### config.mk
export PLATFORM = sky130hd
export DESIGN_NAME = button_touch_input_qualifier
export DESIGN_NICKNAME = d
export VERILOG_FILES = /design/src/rtl/btiq_pkg.sv /design/src/rtl/btiq_front.sv /design/src/rtl/btiq_queue.sv /design/src/rtl/btiq_back.sv /design/src/rtl/button_touch_input_qualifier.sv
export SDC_FILE = /design/constraint.sdc
export NUM_CORES = 1
export LEC_CHECK = 0
export ABC_CLOCK_PERIOD_IN_PS = 7700
export BUFFER_PORTS_ARGS = -buffer_cell sky130_fd_sc_hd__buf_2
export CORE_AREA = 2 2 189 191
export DETAILED_ROUTE_END_ITERATION = 10
export DIE_AREA = 0 0 191 193
export GPL_ROUTABILITY_DRIVEN = 0
export PLACE_DENSITY = 0.79
export RECOVER_POWER = 25
export SYNTH_ARGS = -nofsm -noshare
export SYNTH_HDL_FRONTEND = slang
export SYNTH_HIERARCHICAL = 1
export SYNTH_SLANG_ARGS = --single-unit
### constraint.sdc
create_clock -name clk -period 7.7 [get_ports clk]
set_clock_uncertainty 0.15 [all_clocks]
set_input_delay 0.77 -clock clk [delete_from_list [all_inputs] [get_ports clk]]
set_output_delay 0.77 -clock clk [all_outputs]
set_load 0.01 [all_outputs]
### src/rtl/btiq_pkg.sv
// shared types, constants and zone lookup for the button and touch input qualifier
`default_nettype none

package btiq_pkg;

  localparam int COORD_BITS = 10;
  localparam int KEY_BITS   = 7;
  localparam int TIME_BITS  = 32;
  localparam int TMO_BITS   = 16;
  localparam int TRAV_BITS  = 10;
  localparam int CFG_BITS   = 16;
  localparam int NUM_ZONES  = 6;

  // key bit positions in key_state
  localparam int K_BACK    = 0;
  localparam int K_CONFIRM = 1;
  localparam int K_LEFT    = 2;
  localparam int K_RIGHT   = 3;
  localparam int K_UP      = 4;
  localparam int K_DOWN    = 5;
  localparam int K_POWER   = 6;

  // configuration register indexes
  typedef enum logic [0:0] {
    REG_TAP_TIMEOUT = 1'b0,
    REG_TAP_TRAVEL  = 1'b1
  } cfg_reg_t;

  localparam int ZONE_X0  [NUM_ZONES] = '{40, 480, 840, 40, 840, 880};
  localparam int ZONE_Y0  [NUM_ZONES] = '{480, 480, 480, 240, 240, 40};
  localparam int ZONE_W   [NUM_ZONES] = '{80, 80, 80, 80, 80, 80};
  localparam int ZONE_H   [NUM_ZONES] = '{40, 40, 40, 40, 40, 40};
  localparam int ZONE_KEY [NUM_ZONES] = '{K_LEFT, K_CONFIRM, K_RIGHT, K_UP, K_DOWN, K_BACK};

  typedef logic [COORD_BITS-1:0] coord_t;
  typedef logic [KEY_BITS-1:0]   keys_t;
  typedef logic [TIME_BITS-1:0]  ms_t;

  // one classified tick as it travels from front to back
  typedef struct packed {
    logic   enabled;
    logic   down;
    coord_t col;
    coord_t row;
    keys_t  phys_keys;
    keys_t  zone_keys;
    ms_t    now;
  } tick_t;

  // key of the first rectangle that holds the point, first match wins
  function automatic keys_t zone_bit(input coord_t x, input coord_t y);
    keys_t res;
    logic  found;
    res   = '0;
    found = 1'b0;
    for (int i = 0; i < NUM_ZONES; i++) begin
      if (!found &&
          int'(x) >= ZONE_X0[i] && int'(x) < ZONE_X0[i] + ZONE_W[i] &&
          int'(y) >= ZONE_Y0[i] && int'(y) < ZONE_Y0[i] + ZONE_H[i]) begin
        res[ZONE_KEY[i]] = 1'b1;
        found            = 1'b1;
      end
    end
    return res;
  endfunction

endpackage

`default_nettype wire

### src/rtl/btiq_front.sv
// front end: unpacks a poll word, merges physical keys and looks up the touch zone
`default_nettype none

module btiq_front
  import btiq_pkg::*;
(
  input  wire logic [63:0] word,
  output tick_t            tick
);

  logic key_right, key_center, key_left, key_power;
  logic pin_right_level, pin_center_level, pin_left_level;
  keys_t phys;

  assign key_right        = word[22];
  assign key_center       = word[23];
  assign key_left         = word[24];
  assign key_power        = word[25];
  assign pin_right_level  = word[26];
  assign pin_center_level = word[27];
  assign pin_left_level   = word[28];

  always_comb begin
    phys           = '0;
    phys[K_LEFT]    = key_left   | ~pin_left_level;
    phys[K_CONFIRM] = key_center | ~pin_center_level;
    phys[K_RIGHT]   = key_right  | ~pin_right_level;
    phys[K_POWER]   = key_power;
  end

  always_comb begin
    tick.enabled   = word[0];
    tick.down      = word[1];
    tick.col       = word[11:2];
    tick.row       = word[21:12];
    tick.phys_keys = phys;
    tick.zone_keys = zone_bit(word[11:2], word[21:12]);
    tick.now       = word[60:29];
  end

  logic unused_pad;
  assign unused_pad = ^word[63:61];

endmodule

`default_nettype wire

### src/rtl/btiq_queue.sv
// two-entry queue of classified ticks between front and back
`default_nettype none

module btiq_queue
  import btiq_pkg::*;
(
  input  wire logic  clk,
  input  wire logic  rst,
  input  wire logic  push,
  input  tick_t      push_data,
  output logic       not_full,
  input  wire logic  pop,
  output logic       not_empty,
  output tick_t      pop_data
);

  tick_t       mem [2];
  logic        wr_ptr;
  logic        rd_ptr;
  logic  [1:0] count;

  assign not_full  = (count != 2'd2);
  assign not_empty = (count != 2'd0);
  assign pop_data  = mem[rd_ptr];

  always_ff @(posedge clk) begin
    if (push) begin
      mem[wr_ptr] <= push_data;
    end
  end

  always_ff @(posedge clk) begin
    if (rst) begin
      wr_ptr <= 1'b0;
      rd_ptr <= 1'b0;
      count  <= 2'd0;
    end else begin
      if (push) begin
        wr_ptr <= ~wr_ptr;
      end
      if (pop) begin
        rd_ptr <= ~rd_ptr;
      end
      case ({push, pop})
        2'b10:   count <= count + 2'd1;
        2'b01:   count <= count - 2'd1;
        default: count <= count;
      endcase
    end
  end

endmodule

`default_nettype wire

### src/rtl/btiq_back.sv
// back end: touch tracking, tap judgement, key edges, hold time and output register
`default_nettype none

module btiq_back
  import btiq_pkg::*;
(
  input  wire logic                 clk,
  input  wire logic                 rst,
  input  wire logic                 cfg_we,
  input  wire logic [0:0]           cfg_index,
  input  wire logic [CFG_BITS-1:0]  cfg_data,
  input  wire logic                 tick_valid,
  input  tick_t                     tick,
  output logic                      tick_pop,
  output logic                      out_valid,
  input  wire logic                 out_ready,
  output logic [79:0]               out_word
);

  logic [TMO_BITS-1:0]  tap_timeout_ms;
  logic [TRAV_BITS-1:0] travel_limit;

  keys_t  prev_keys;
  logic   touch_active;
  coord_t touch_col;
  coord_t touch_row;
  keys_t  touch_zone;
  coord_t start_col;
  coord_t start_row;
  ms_t    start_time;
  ms_t    press_time;

  logic   down_eff;
  logic   tap;
  ms_t    dur;
  coord_t dx, dy;
  keys_t  keys, pressed, released;
  ms_t    held;
  coord_t col_next, row_next;

  assign tick_pop = tick_valid && (!out_valid || out_ready);

  always_comb begin
    down_eff = tick.enabled & tick.down;
    dur      = tick.now - start_time;
    dx       = (touch_col >= start_col) ? touch_col - start_col : start_col - touch_col;
    dy       = (touch_row >= start_row) ? touch_row - start_row : start_row - touch_row;
    // a tap is judged only on a release while enabled
    tap      = tick.enabled && !tick.down && touch_active &&
               (dur <= {{(TIME_BITS-TMO_BITS){1'b0}}, tap_timeout_ms}) &&
               (dx <= travel_limit) && (dy <= travel_limit);
    keys     = tick.phys_keys | (down_eff ? tick.zone_keys : '0) | (tap ? touch_zone : '0);
    pressed  = (keys ^ prev_keys) & keys;
    released = (keys ^ prev_keys) & prev_keys;
    if (keys == '0) begin
      held = '0;
    end else if (pressed != '0) begin
      held = '0;
    end else begin
      held = tick.now - press_time;
    end
    col_next = down_eff ? tick.col : touch_col;
    row_next = down_eff ? tick.row : touch_row;
  end

  always_ff @(posedge clk) begin
    if (rst) begin
      tap_timeout_ms <= TMO_BITS'(300);
      travel_limit   <= TRAV_BITS'(20);
    end else if (cfg_we) begin
      case (cfg_reg_t'(cfg_index))
        REG_TAP_TIMEOUT: tap_timeout_ms <= cfg_data;
        REG_TAP_TRAVEL:  travel_limit   <= cfg_data[TRAV_BITS-1:0];
        default:         tap_timeout_ms <= tap_timeout_ms;
      endcase
    end
  end

  always_ff @(posedge clk) begin
    if (rst) begin
      prev_keys    <= '0;
      touch_active <= 1'b0;
      touch_col    <= '0;
      touch_row    <= '0;
      touch_zone   <= '0;
      start_col    <= '0;
      start_row    <= '0;
      start_time   <= '0;
      press_time   <= '0;
    end else if (tick_pop) begin
      prev_keys    <= keys;
      touch_active <= down_eff;
      if (down_eff) begin
        touch_col  <= tick.col;
        touch_row  <= tick.row;
        touch_zone <= tick.zone_keys;
        if (!touch_active) begin
          start_col  <= tick.col;
          start_row  <= tick.row;
          start_time <= tick.now;
        end
      end
      if (pressed != '0) begin
        press_time <= tick.now;
      end
    end
  end

  always_ff @(posedge clk) begin
    if (rst) begin
      out_valid <= 1'b0;
    end else if (tick_pop) begin
      out_valid <= 1'b1;
    end else if (out_ready) begin
      out_valid <= 1'b0;
    end
  end

  always_ff @(posedge clk) begin
    if (tick_pop) begin
      out_word <= {5'b0, held, row_next, col_next, down_eff, tap, released, pressed, keys};
    end
  end

endmodule

`default_nettype wire

### src/rtl/button_touch_input_qualifier.sv
// top level of the button and touch input qualifier
//
// channel    | dir | handshake              | word
// -----------+-----+------------------------+------------------------------------------
// poll tick  | in  | s_tvalid / s_tready    | s_tdata, 64 bits
// result     | out | m_tvalid / m_tready    | m_tdata, 80 bits
// config     | in  | cfg_we (no wait)       | cfg_index, cfg_data
//
// one word per cycle sustained while m_tready stays high; a tick is written into the queue
// at the edge that takes it, and its result is put on m_tdata by the back-end output register
// the two-entry queue lets the front take up to two more words while a result waits on m_tready
// rst is synchronous; the block takes words on the first cycle after reset
`default_nettype none

module button_touch_input_qualifier
  import btiq_pkg::*;
(
  input  wire logic                clk,
  input  wire logic                rst,
  input  wire logic                cfg_we,
  input  wire logic [0:0]          cfg_index,
  input  wire logic [CFG_BITS-1:0] cfg_data,
  input  wire logic                s_tvalid,
  output logic                     s_tready,
  // touch_enabled, touch_down, touch_col, touch_row, key_right, key_center, key_left,
  // key_power, pin_right_level, pin_center_level, pin_left_level, now_ms
  input  wire logic [63:0]         s_tdata,
  output logic                     m_tvalid,
  input  wire logic                m_tready,
  // key_state, press_edges, release_edges, tap_seen, touch_now, touch_last_col,
  // touch_last_row, held_ms
  output logic [79:0]              m_tdata
);

  tick_t front_tick;
  tick_t back_tick;
  logic  q_not_full;
  logic  q_not_empty;
  logic  q_pop;

  btiq_front u_front (
    .word (s_tdata),
    .tick (front_tick)
  );

  assign s_tready = q_not_full;

  btiq_queue u_queue (
    .clk       (clk),
    .rst       (rst),
    .push      (s_tvalid && q_not_full),
    .push_data (front_tick),
    .not_full  (q_not_full),
    .pop       (q_pop),
    .not_empty (q_not_empty),
    .pop_data  (back_tick)
  );

  btiq_back u_back (
    .clk        (clk),
    .rst        (rst),
    .cfg_we     (cfg_we),
    .cfg_index  (cfg_index),
    .cfg_data   (cfg_data),
    .tick_valid (q_not_empty),
    .tick       (back_tick),
    .tick_pop   (q_pop),
    .out_valid  (m_tvalid),
    .out_ready  (m_tready),
    .out_word   (m_tdata)
  );

endmodule

`default_nettype wire

==> summary.txt, run 1 <==
Routing
  • Drt drc: 0
  • Via-to-Cell Ratio: roughly 6
  • Antenna Nets Post-Route: 0
  • Initial DRC count: 1318
  • First drt pass iteration count: 5
  • Wire per inst: 17.5 µm
  • Via count: 15.6k
  • Final WL: 47.0 mm

Timing
  • Slew headroom: -1.69
  • Slew @ Worst Pin: 4.04 ns
  • Setup Viol. Count Final: 0
  • Final hold violation count: 0
  • Max frequency: 137 MHz
  • Final min period: about 7.3 ns
  • Final Max Slew Viols: roughly 140
  • Fin crit share: 0.947
  • Setup_tns: 0 ns
  • Final hold slack: 0.253 ns
  • Unrepaired setup endpoints after global routing: false

Final layout
  • Share of post-route cells with drive strength above 1: 0.116
  • Antenna diodes: 0
  • Post-Route Utilization: 0.646
  • Commonest non-fill, non-tap cell in the layout: nand2_1
  • Design area: around 23000 µm²
  • Most frequent cells in the layout: 291 x nand2_1, 211 x edfxtp_1, 201 x a21oi_1
  • Final nets: 2415
  • Synth-to-Final Area Change: 9.66%

Clock tree
  • H-tree levels: 2
  • CTS sink cnt: ~360
  • CTS Buffer Depth: 3
  • Clk slew on worst S/H paths: approximately 0.070 ns
  • Clock buffer count from CTS: 38
  • Clock Latency Late Sink: 0.56 ns
  • Clk root buf: clkbuf_16
  • CTS tree: done

Setup path
  • Cell mode on critical path: a21o_1
  • Crit Path Category: reg -> reg
  • CP max stage delay: 0.53 ns
  • CP Launch Type: flop
  • Crit path DAT: 7.42 ns
  • CP endpoint kind: flop
  • Reg2reg path depth: 31
  • CP required: 7.82 ns
  • Slowest-stage cell, CP: a2111oi_1
  • CP Max Fanout: 16

Power
  • Net switching power: 4.02 mW
  • Cell Int Power: 5.69 mW
  • Sequential share of power: 0.290
  • Worst VDD drop: 0.341 mV
  • P_leak: approximately 8.6 nW
  • Clock share of power: 0.189
  • Cell area power density: approximately 430 nW/µm²
  • Logic pwr share: 0.521
  • Sw Share: 0.414

Floorplan
  • Initial Utilization: 0.589
  • Rows: 69
  • Core area: around 35000 µm²
  • # IOs: about 170
  • Die span in y: 193 µm
  • Die area: ~37000 µm²
  • Die width: 191 µm

Logic synthesis
  • Post-synth EDFFs: about 210
  • Synth cell types: between 80 and 90
  • Yosys top cell area share: 0.307
  • Top cells by area, synth: edfxtp_1 31%, dfxtp_1 15%, ha_1 8.3%
  • Number of synthesized register bits: 362
  • Sequential fraction of the synthesis area: 0.454
  • Cell taking the most area after synthesis: edfxtp_1
  • Ys flop type: edfxtp_1
  • Syn_area_per_cell: 9.79 µm²
  • Cells after Synth: 2105
  • Ys async rst share: 0
  • Synthesized area: about 20000 µm²
  • Warnings from Yosys: 6

Flow run
  • Max-cap violations: 2

Global routing
  • GRT Residual Overflow: 0
  • GRT Overall Usage: 0.252
  • Vias in the first global route: 15.3k
  • Initial antenna violation count: 0
  • First-pass GRT wire length: 74.4 mm
  • Largest net degree at the start of global routing: between 90 and 100

Placed design
  • Post-DP HPWL: 33.0 mm
  • Cell Area, Placed: 21300 µm²
  • PortBufs: 159

Min path
  • HP Class: in -> reg
  • Hold Crit Depth: 1

Run status
  • Status: finished, violations left
  • Failing checks: capacitance limit, slew limit
## power by group through the flow
stage | Sequential (mW) | Clock (mW) | Combinational, mW
floorplan | 2.88 | 0 | 3.69
global placement | 2.83 | 0 | 4.74
detailed placement | 2.84 | 0 | 4.91
CTS | 2.81 | 1.86 | 4.96
global route | 2.86 | 1.94 | 5.59
finish | 2.81 | 1.83 | 5.06
## routing by layer
metal	routed length, µm	vias to the layer above	GRT usage
met5	0	-	0
li1	-	7507	-
met4	1160	0	0.0820
met1	19600	7522	0.318
met2	22900	539	0.440
met3	3350	76	0.0427
## critical path, delay by kind of cell, from the launching register on
family | cells | cell delay [ns]
AOI/OAI and AO/OA | 14 | 2.82
xor gates and xnor gates | 1 | 0.15
adders and majority gates | 3 | 0.85
buffers and inverters | 4 | 0.58
DFF | 1 | 0.34
muxes | 1 | 0.35
and+or+nand+nor | 8 | 1.74
## sequential cells by signal (all words and copies together) (netlist names), 2 cells and up, named ones only
signal / flops
u_back/travel_limit: 10
u_back/touch_col: 10
u_back/start_row: 10
u_queue/mem: 136
u_back/start_col: 10
u_queue/count: 2
u_back/start_time: 32
u_back/press_time: 32
u_back/tap_timeout_ms: 16
u_back/touch_row: 10
u_back/prev_keys: 7
u_back/touch_zone: 7
u_back/out_word: 75
## cell usage after synthesis (7+ instances only)
cell	instances
a2111o_1	8
a211o_1	10
a211oi_1	17
a21boi_0	12
a21o_1	41
a21oi_1	201
a31oi_1	9
and2_1	24
and3_1	12
buf_2	8
buf_4	64
clkbuf_1	64
dfxtp_1	151
edfxtp_1	211
ha_1	137
inv_1	166
mux2_1	48
mux2_4	20
mux2i_1	48
nand2_1	291
nand2b_1	91
nand3_1	29
nand4_1	12
nor2_1	85
nor2b_1	10
nor3_1	28
nor4_1	14
o2111ai_1	7
o211ai_1	13
o21a_1	15
o21ai_0	68
o21bai_1	8
o22ai_1	9
o31ai_1	7
or3_1	7
xnor2_1	37
xor2_1	22
## cells by family (layout without fill, tap and decap cells)
kind of cell,Yosys count,in the layout,synth area share
xor gates and xnor gates,60,60,0.0259
other,2,9,0.000364
AOI/OAI and AO/OA,470,470,0.145
and+or+nand+nor,635,636,0.147
adders and majority gates,143,143,0.0890
DFF,362,362,0.454
muxes,122,122,0.0674
buffers and inverters,311,414,0.0715
## what timing repair did
item	CTS	global route
buffers inserted	0	2
resized for setup	0	10
setup endpoints to repair	0	78
hold buffers	0	0
hold endpoints to repair	0	0
## final cells by class
cell class | instances | area [µm²]
multi-input combinational | 1440 | 9860
clock buffer | 49 | 1070
timing repair buffer | 178 | 915
inverter | 166 | 624
tap | 461 | 577
sequential | 362 | 9360
clock inverter | 21 | 183
fill | 2759 | 12400
## through the flow
step	cells	power [mW]	worst slack, ns
2_1_floorplan	2112	6.57	1.03
3_3_place_gp	2603	7.56	0.503
3_5_place_dp	2603	7.75	0.265
4_1_cts	2673	9.63	0.217
5_1_grt	2677	10.4	0.0325
6_report	2677	9.71	0.406
## path summary, 6_finish.rpt
check	start	endpoint	slack (ns)
setup / recovery	u_back/touch_row[0]	u_back/out_word[73]	0.41
hold / removal	s_tdata[13]	u_queue/mem[1][47]	0.25
setup reg to reg	u_back/touch_row[0]	u_back/out_word[73]	0.41
hold reg to reg	u_back/start_time[24]	u_back/start_time[24]	0.31
Power figures use the tool's default switching activity.
==> run 2: changes to the inputs <==
GPL_TIMING_DRIVEN = 0   (was not set)
==> summary.txt, run 2 (synthesis gave the netlist of run 1 again) <==
Run status
  • Status: finished, violations left
  • Failing checks: capacitance limit, slew limit

Clock tree
  • Clk root buf: clkbuf_16
  • CTS Buffer Depth: 3 (unchanged)
  • Clk slew on worst S/H paths: 0.06 ns (about the same)
  • CTS sink cnt: 362 (unchanged)
  • H-tree levels: 2 (unchanged)
  • Clock buffer count from CTS: 39 (+2.6%)
  • CTS tree: done
  • Clock Latency Late Sink: 0.55 ns (about the same)

Floorplan
  • Core area: 35000 µm² (unchanged)
  • Die width: 191 µm (unchanged)
  • Die area: 36900 µm² (unchanged)
  • # IOs: 168 (unchanged)
  • Rows: 69 (unchanged)
  • Die span in y: 193 µm (unchanged)
  • Initial Utilization: 0.589 (unchanged)

Placed design
  • Cells after DPL: 2695 (+3.5%)
  • Post-DP HPWL: 36.7 mm (+11%)
  • PortBufs: 118 (-26%)
  • Pre-CTS setup slack: -0.547 ns (-0.812 ns)

Global routing
  • Vias in the first global route: 15.5k (+0.97%)
  • Initial antenna violation count: 0 (unchanged)
  • First-pass GRT wire length: 77.4 mm (+4.0%)
  • GRT Residual Overflow: 0 (unchanged)
  • GRT Overall Usage: 0.263 (+0.0111)
  • Largest net degree at the start of global routing: 60 (-37%)

Setup path
  • CP Max Fanout: 7 (-9)
  • WP depth: 29 (-6.5%)
  • CP max stage delay: 0.59 ns (+0.06 ns)
  • Critical Path Source: u_back/touch_col[0]
  • Reg2reg path depth: 29 (-6.5%)
  • FF-to-FF Start: u_back/touch_col[0]
  • Crit Path Category: reg -> reg
  • Crit path buffers/inverters: 4 (unchanged)
  • CP Launch Type: flop
  • CP required: 7.84 ns (+0.02 ns)
  • Slowest-stage cell, CP: or4b_1
  • CP endpoint kind: flop
  • Crit path to: u_back/out_word[20]
  • Cell family with most CP delay: simple AND/OR/NAND/NOR gates
  • R2R setup slack: 0.25 ns (-0.15 ns)
  • Crit path DAT: 7.59 ns (+0.17 ns)
  • RR Endpoint: u_back/out_word[20]

Final layout
  • Largest Register: u_queue/mem
  • Antenna diodes: 0 (unchanged)
  • Top Registers: u_queue/mem x136, u_back/out_word x75
  • Fill cells: 2743 (-0.58%)
  • Final nets: 2514 (+4.1%)
  • Non-Filler Instances: 2777 (+3.7%)
  • Post-Route Utilization: 0.666 (+0.0193)
  • Most frequent cells in the layout: 290 x nand2_1, 211 x edfxtp_1, 200 x a21oi_1
  • Share of post-route cells with drive strength above 1: 0.126 (+0.0106)
  • Max reg flops: 136 (unchanged)
  • Synth-to-Final Area Change: 12.9%
  • Commonest non-fill, non-tap cell in the layout: nand2_1

Flow run
  • Max-cap violations: 1 (-1)

Routing
  • Wire per inst: 18.0 µm (+2.4%)
  • Initial DRC count: 1464 (+11%)
  • First drt pass iteration count: 8 (+3)
  • Antenna Nets Post-Route: 0 (unchanged)
  • Drt drc: 0 (unchanged)
  • Via count: 16.1k (+3.1%)
  • Final WL: 49.9 mm (+6.2%)
  • Via-to-Cell Ratio: 5.81 (-0.65%)

Timing
  • Setup Viol. Count Final: 0 (unchanged)
  • Slew @ Worst Pin: 2.34 ns (-1.71 ns)
  • Final min period: 7.45 ns (+0.154 ns)
  • Setup slack after layout: 0.253 ns (-0.154 ns)
  • Final Max Slew Viols: 31 (-78%)
  • Fin crit share: 0.967 (+0.0199)
  • Max frequency: 134 MHz (-2.1%)
  • Slew headroom: -0.557 (+1.14)
  • Final hold violation count: 0 (unchanged)

Power
  • Logic pwr share: 0.534 (+0.013)
  • Clock share of power: 0.188 (about the same)
  • Worst VDD drop: 0.218 mV (-36%)
  • Cell Int Power: 5.81 mW (+2.0%)
  • P_leak: 8.96 nW (+3.7%)
  • Cell area power density: 426 nW/µm² (-0.87%)
  • Sw Share: 0.414 (about the same)
  • Net switching power: 4.11 mW (+2.2%)
  • Sequential share of power: 0.279 (-0.011)

Min path
  • HP Class: in -> reg
  • Hold_sp: s_tdata[1]
==> run 2: cell count changes in the layout (fill, tap and decap cells not counted), moves of 4 or more <==
cell      previous run  this run
o22ai_2              1         5
clkbuf_4             0        38
buf_2              122       109
clkinv_2             9         5
buf_12               1         5
o22ai_1              9         5
clkbuf_1            42       104
==> run 2: worst min path at each step <==
| stage | cells after the start | slack, ns | end |
|---|---|---|---|
| 3_3_place_gp | 2 | 0.29 | u_back/start_time[21] |
| 6_report | 1 | 0.28 | u_queue/mem[1][66] |
| 4_1_cts | 1 | 0.23 | u_queue/mem[1][66] |
| 3_5_place_dp | 2 | 0.30 | u_back/start_time[8] |
| 5_1_grt | 1 | 0.27 | u_queue/mem[1][66] |
| 2_1_floorplan | 2 | 0.29 | u_back/start_col[9] |
==> run 2: stage by stage <==
step / hold slack, ns / area, µm² / setup TNS (ns) / power, mW
floorplan: 0.286 / 20600 / 0 / 6.57
global placement: 0.293 / 21800 / -13.98 / 7.66
detailed placement: 0.297 / 21900 / -19.83 / 7.83
CTS: 0.233 / 23200 / 0 / 9.77
global route: 0.269 / 23300 / -1.25 / 10.6
finish: 0.282 / 23300 / 0 / 9.91
==> run 2: power by group through the flow <==
stage / Clock (mW) / Combinational, mW / Sequential (mW)
final: 1.86 / 5.29 / 2.76
after floorplan: 0 / 3.69 / 2.88
after global routing: 1.97 / 5.80 / 2.80
after CTS: 1.90 / 5.12 / 2.76
after global placement: 0 / 4.83 / 2.83
after detailed placement: 0 / 5.04 / 2.79
==> run 2: layer usage <==
metal  part of all wire  global-route usage  up-vias
met5                  0                   0        -
met4              0.026              0.0808        0
met3              0.069              0.0375       99
met2               0.48               0.447      598
met1               0.43               0.349     7716
li1                   -                   -     7710
==> run 2: worst reg2reg max path, delay by kind of cell (launching register included) <==
| family | cells | cell delay (ns) |
|---|---|---|
| and+or+nand+nor | 12 | 3.30 |
| AOI/OAI and AO/OA | 8 | 1.59 |
| adders and majority gates | 3 | 0.82 |
| buffers and inverters | 4 | 0.48 |
| muxes | 1 | 0.39 |
| DFF | 1 | 0.33 |
| xor gates and xnor gates | 1 | 0.16 |
==> run 2: layout make-up <==
cell class                      instances  area [µm²]  area share
Buffer                                145         790      0.0339
Clock buffer                           51        1070      0.0461
Clock inverter                         21         206     0.00887
Inverter                              166         623      0.0268
Multi-Input combinational cell       1440        9890       0.425
Sequential cell                       362        9360       0.402
Tap cell                              461         577      0.0248
Timing Repair Buffer                  131         752      0.0323
==> run 2: what timing repair did <==
item | CTS | global route
resized for setup | 3 | 18
setup buffers | 2 | 7
hold buffers | 0 | 0
cloned | 0 | 1
pin swaps | 0 | 7
setup endpoints to repair | 69 | 84
==> run 3: changes to the inputs <==
CORE_AREA = 2 2 261 263   (was 2 2 189 191)
DIE_AREA = 0 0 263 265   (was 0 0 191 193)
PLACE_DENSITY = not set   (was 0.79)
==> summary.txt, run 3 (synthesis gave the netlist of run 1 again) <==
Final layout
  • Max reg flops: 136 (unchanged)
  • Most frequent cells in the layout: 290 x nand2_1, 211 x edfxtp_1, 201 x a21oi_1
  • Commonest non-fill, non-tap cell in the layout: nand2_1
  • Final nets: 2513 (-0.040%)
  • Non-Filler Instances: 3190 (+15%)
  • Post-Route Utilization: 0.357 (-0.309)
  • Fill cells: 6731 (+150%)
  • Largest Register: u_queue/mem
  • Share of post-route cells with drive strength above 1: 0.127 (+0.000432)
  • Top Registers: u_queue/mem x136, u_back/out_word x75
  • Design area: 23800 µm² (+2.4%)
  • Synth-to-Final Area Change: 15.7%

Clock tree
  • Hold_buf cts: 0 (unchanged)
  • H-tree levels: 2 (unchanged)
  • CTS tree: done
  • CTS Buffer Depth: 3 (unchanged)
  • Clock buffer count from CTS: 40 (+2.6%)
  • CTS sink cnt: 362 (unchanged)
  • Clock Latency Late Sink: 0.57 ns (+0.02 ns)
  • Clk root buf: clkbuf_16
  • Clk slew on worst S/H paths: 0.06 ns (about the same)

Min path
  • Hold_sp: s_tdata[44]
  • WHS Endpoint: u_queue/mem[0][15]
  • Hold Crit Depth: 1 (unchanged)
  • HP Class: in -> reg

Setup path
  • RR Endpoint: u_back/out_word[71]
  • Crit Path Category: reg -> reg
  • FF-to-FF Start: u_back/touch_col[0]
  • CP Max Fanout: 10 (+3)
  • R2R setup slack: 0.41 ns (+0.16 ns)
  • Slowest-stage cell, CP: or4b_1
  • Reg2reg path depth: 32 (+10%)
  • CP Launch Type: flop
  • Crit path DAT: 7.42 ns (-0.17 ns)
  • Crit path buffers/inverters: 5 (+1)
  • Cell family with most CP delay: simple AND/OR/NAND/NOR gates
  • CP endpoint kind: flop
  • CP max stage delay: 0.58 ns (about the same)
  • CP required: 7.84 ns (about the same)

Global routing
  • GRT Overall Usage: 0.151 (-0.112)
  • First-pass GRT wire length: 83.7 mm (+8.2%)
  • Vias in the first global route: 15.4k (-0.78%)
  • Initial antenna violation count: 9 (+9)
  • GRT Residual Overflow: 0 (unchanged)
  • Largest net degree at the start of global routing: 64 (+6.7%)

Placed design
  • Post-DP HPWL: 41.8 mm (+14%)
  • Cell Area, Placed: 22400 µm² (+2.4%)
  • PortBufs: 118 (unchanged)
  • Cells after DPL: 3107 (+15%)
  • Pre-CTS setup slack: -0.693 ns (-0.147 ns)

Timing
  • Setup Viol. Count Final: 0 (unchanged)
  • Final hold violation count: 0 (unchanged)
  • Max frequency: 137 MHz (+2.2%)
  • Setup_tns: 0 ns (unchanged)
  • Setup slack after layout: 0.412 ns (+0.159 ns)
  • Final Max Slew Viols: 34 (+9.7%)
  • Final min period: 7.29 ns (-0.159 ns)
  • Slew headroom: -0.776 (-0.219)
  • Slew @ Worst Pin: 2.66 ns (+0.329 ns)
  • Fin crit share: 0.947 (-0.0207)

Routing
  • Drt drc: 0 (unchanged)
  • First drt pass iteration count: 5 (-3)
  • Wire per inst: 17.1 µm (-4.5%)
  • Via count: 15.8k (-2.1%)
  • Initial DRC count: 958 (-35%)
  • Via-to-Cell Ratio: 4.95 (-15%)
  • Antenna Nets Post-Route: 0 (unchanged)
  • Final WL: 54.7 mm (+9.7%)

Floorplan
  • Die area: 69700 µm² (+89%)
  • Initial Utilization: 0.308 (-0.281)
  • Die width: 263 µm (+38%)
  • Core area: 66800 µm² (+91%)
  • # IOs: 168 (unchanged)
  • Rows: 95 (+38%)
  • Die span in y: 265 µm (+37%)

Power
  • Worst VDD drop: 0.203 mV (-6.8%)
  • Cell area power density: 420 nW/µm² (-1.4%)
  • P_leak: 8.98 nW (+0.25%)

Run status
  • Status: finished, violations left
  • Failing checks: capacitance limit, slew limit

Flow run
  • Max-cap violations: 1 (unchanged)
-- run 3: cell count changes in the layout (fill, tap and decap cells not counted), moves of 4 or more --
cell / change
clkinv_1: -4
clkbuf_1: +5
clkinv_2: +7
clkbuf_4: -5
-- run 3: worst max path at each step --
stage / depth (start not counted) / to / slack (ns) / startpoint
global placement: 30 / u_back/out_word[71] / -0.66 / u_back/touch_col[0]
CTS: 31 / u_back/out_word[71] / 0.08 / u_back/touch_row[0]
floorplan: 30 / u_back/out_word[70] / 1.03 / u_back/touch_col[0]
global route: 32 / u_back/out_word[71] / -0.02 / u_back/touch_row[0]
detailed placement: 30 / u_back/out_word[71] / -0.69 / u_back/touch_col[0]
finish: 32 / u_back/out_word[71] / 0.41 / u_back/touch_col[0]
-- run 3: per-layer routing --
metal / part of all wire / track usage / vias up
met5: 0.0013 / 0 / -
met4: 0.024 / 0.0429 / 12
met3: 0.051 / 0.0258 / 92
met2: 0.47 / 0.255 / 388
met1: 0.45 / 0.197 / 7595
li1: - / - / 7703
-- run 3: cell type report --
class	instances	area, µm²	share of cell area
diodes	1	2.50	0.000105
plain buffers	145	767	0.0322
clock buffers	53	1120	0.0471
clock inverters	21	225	0.00945
inverters	166	623	0.0261
multi-input cells	1440	9910	0.416
flip-flops and latches	362	9360	0.393
well taps	873	1090	0.0458
repair buffers	129	733	0.0308
-- run 3: where the power goes --
| part | leakage, nW | internal, mW | switching [mW] |
|---|---|---|---|
| Combinational | 5.08 | 2.11 | 3.16 |
| Clock | 0.669 | 1.17 | 0.801 |
| Sequential | 3.23 | 2.59 | 0.186 |
| Total | 8.98 | 5.86 | 4.15 |
-- run 3: stage by stage --
step / hold slack [ns] / power, mW
final: 0.257 / 10.0
after global routing: 0.238 / 10.7
after CTS: 0.206 / 9.99
after detailed placement: 0.300 / 7.92
after floorplan: 0.286 / 6.57
after global placement: 0.294 / 7.81
-- run 3: timing repair --
action / 4_1_cts / 5_1_grt
endpoints found under the hold margin: 0 / 0
gates resized for setup: 5 / 17
setup endpoints to repair: 64 / 77
pin swaps: 2 / 2
setup buffers: 4 / 3
cloned: 0 / 1
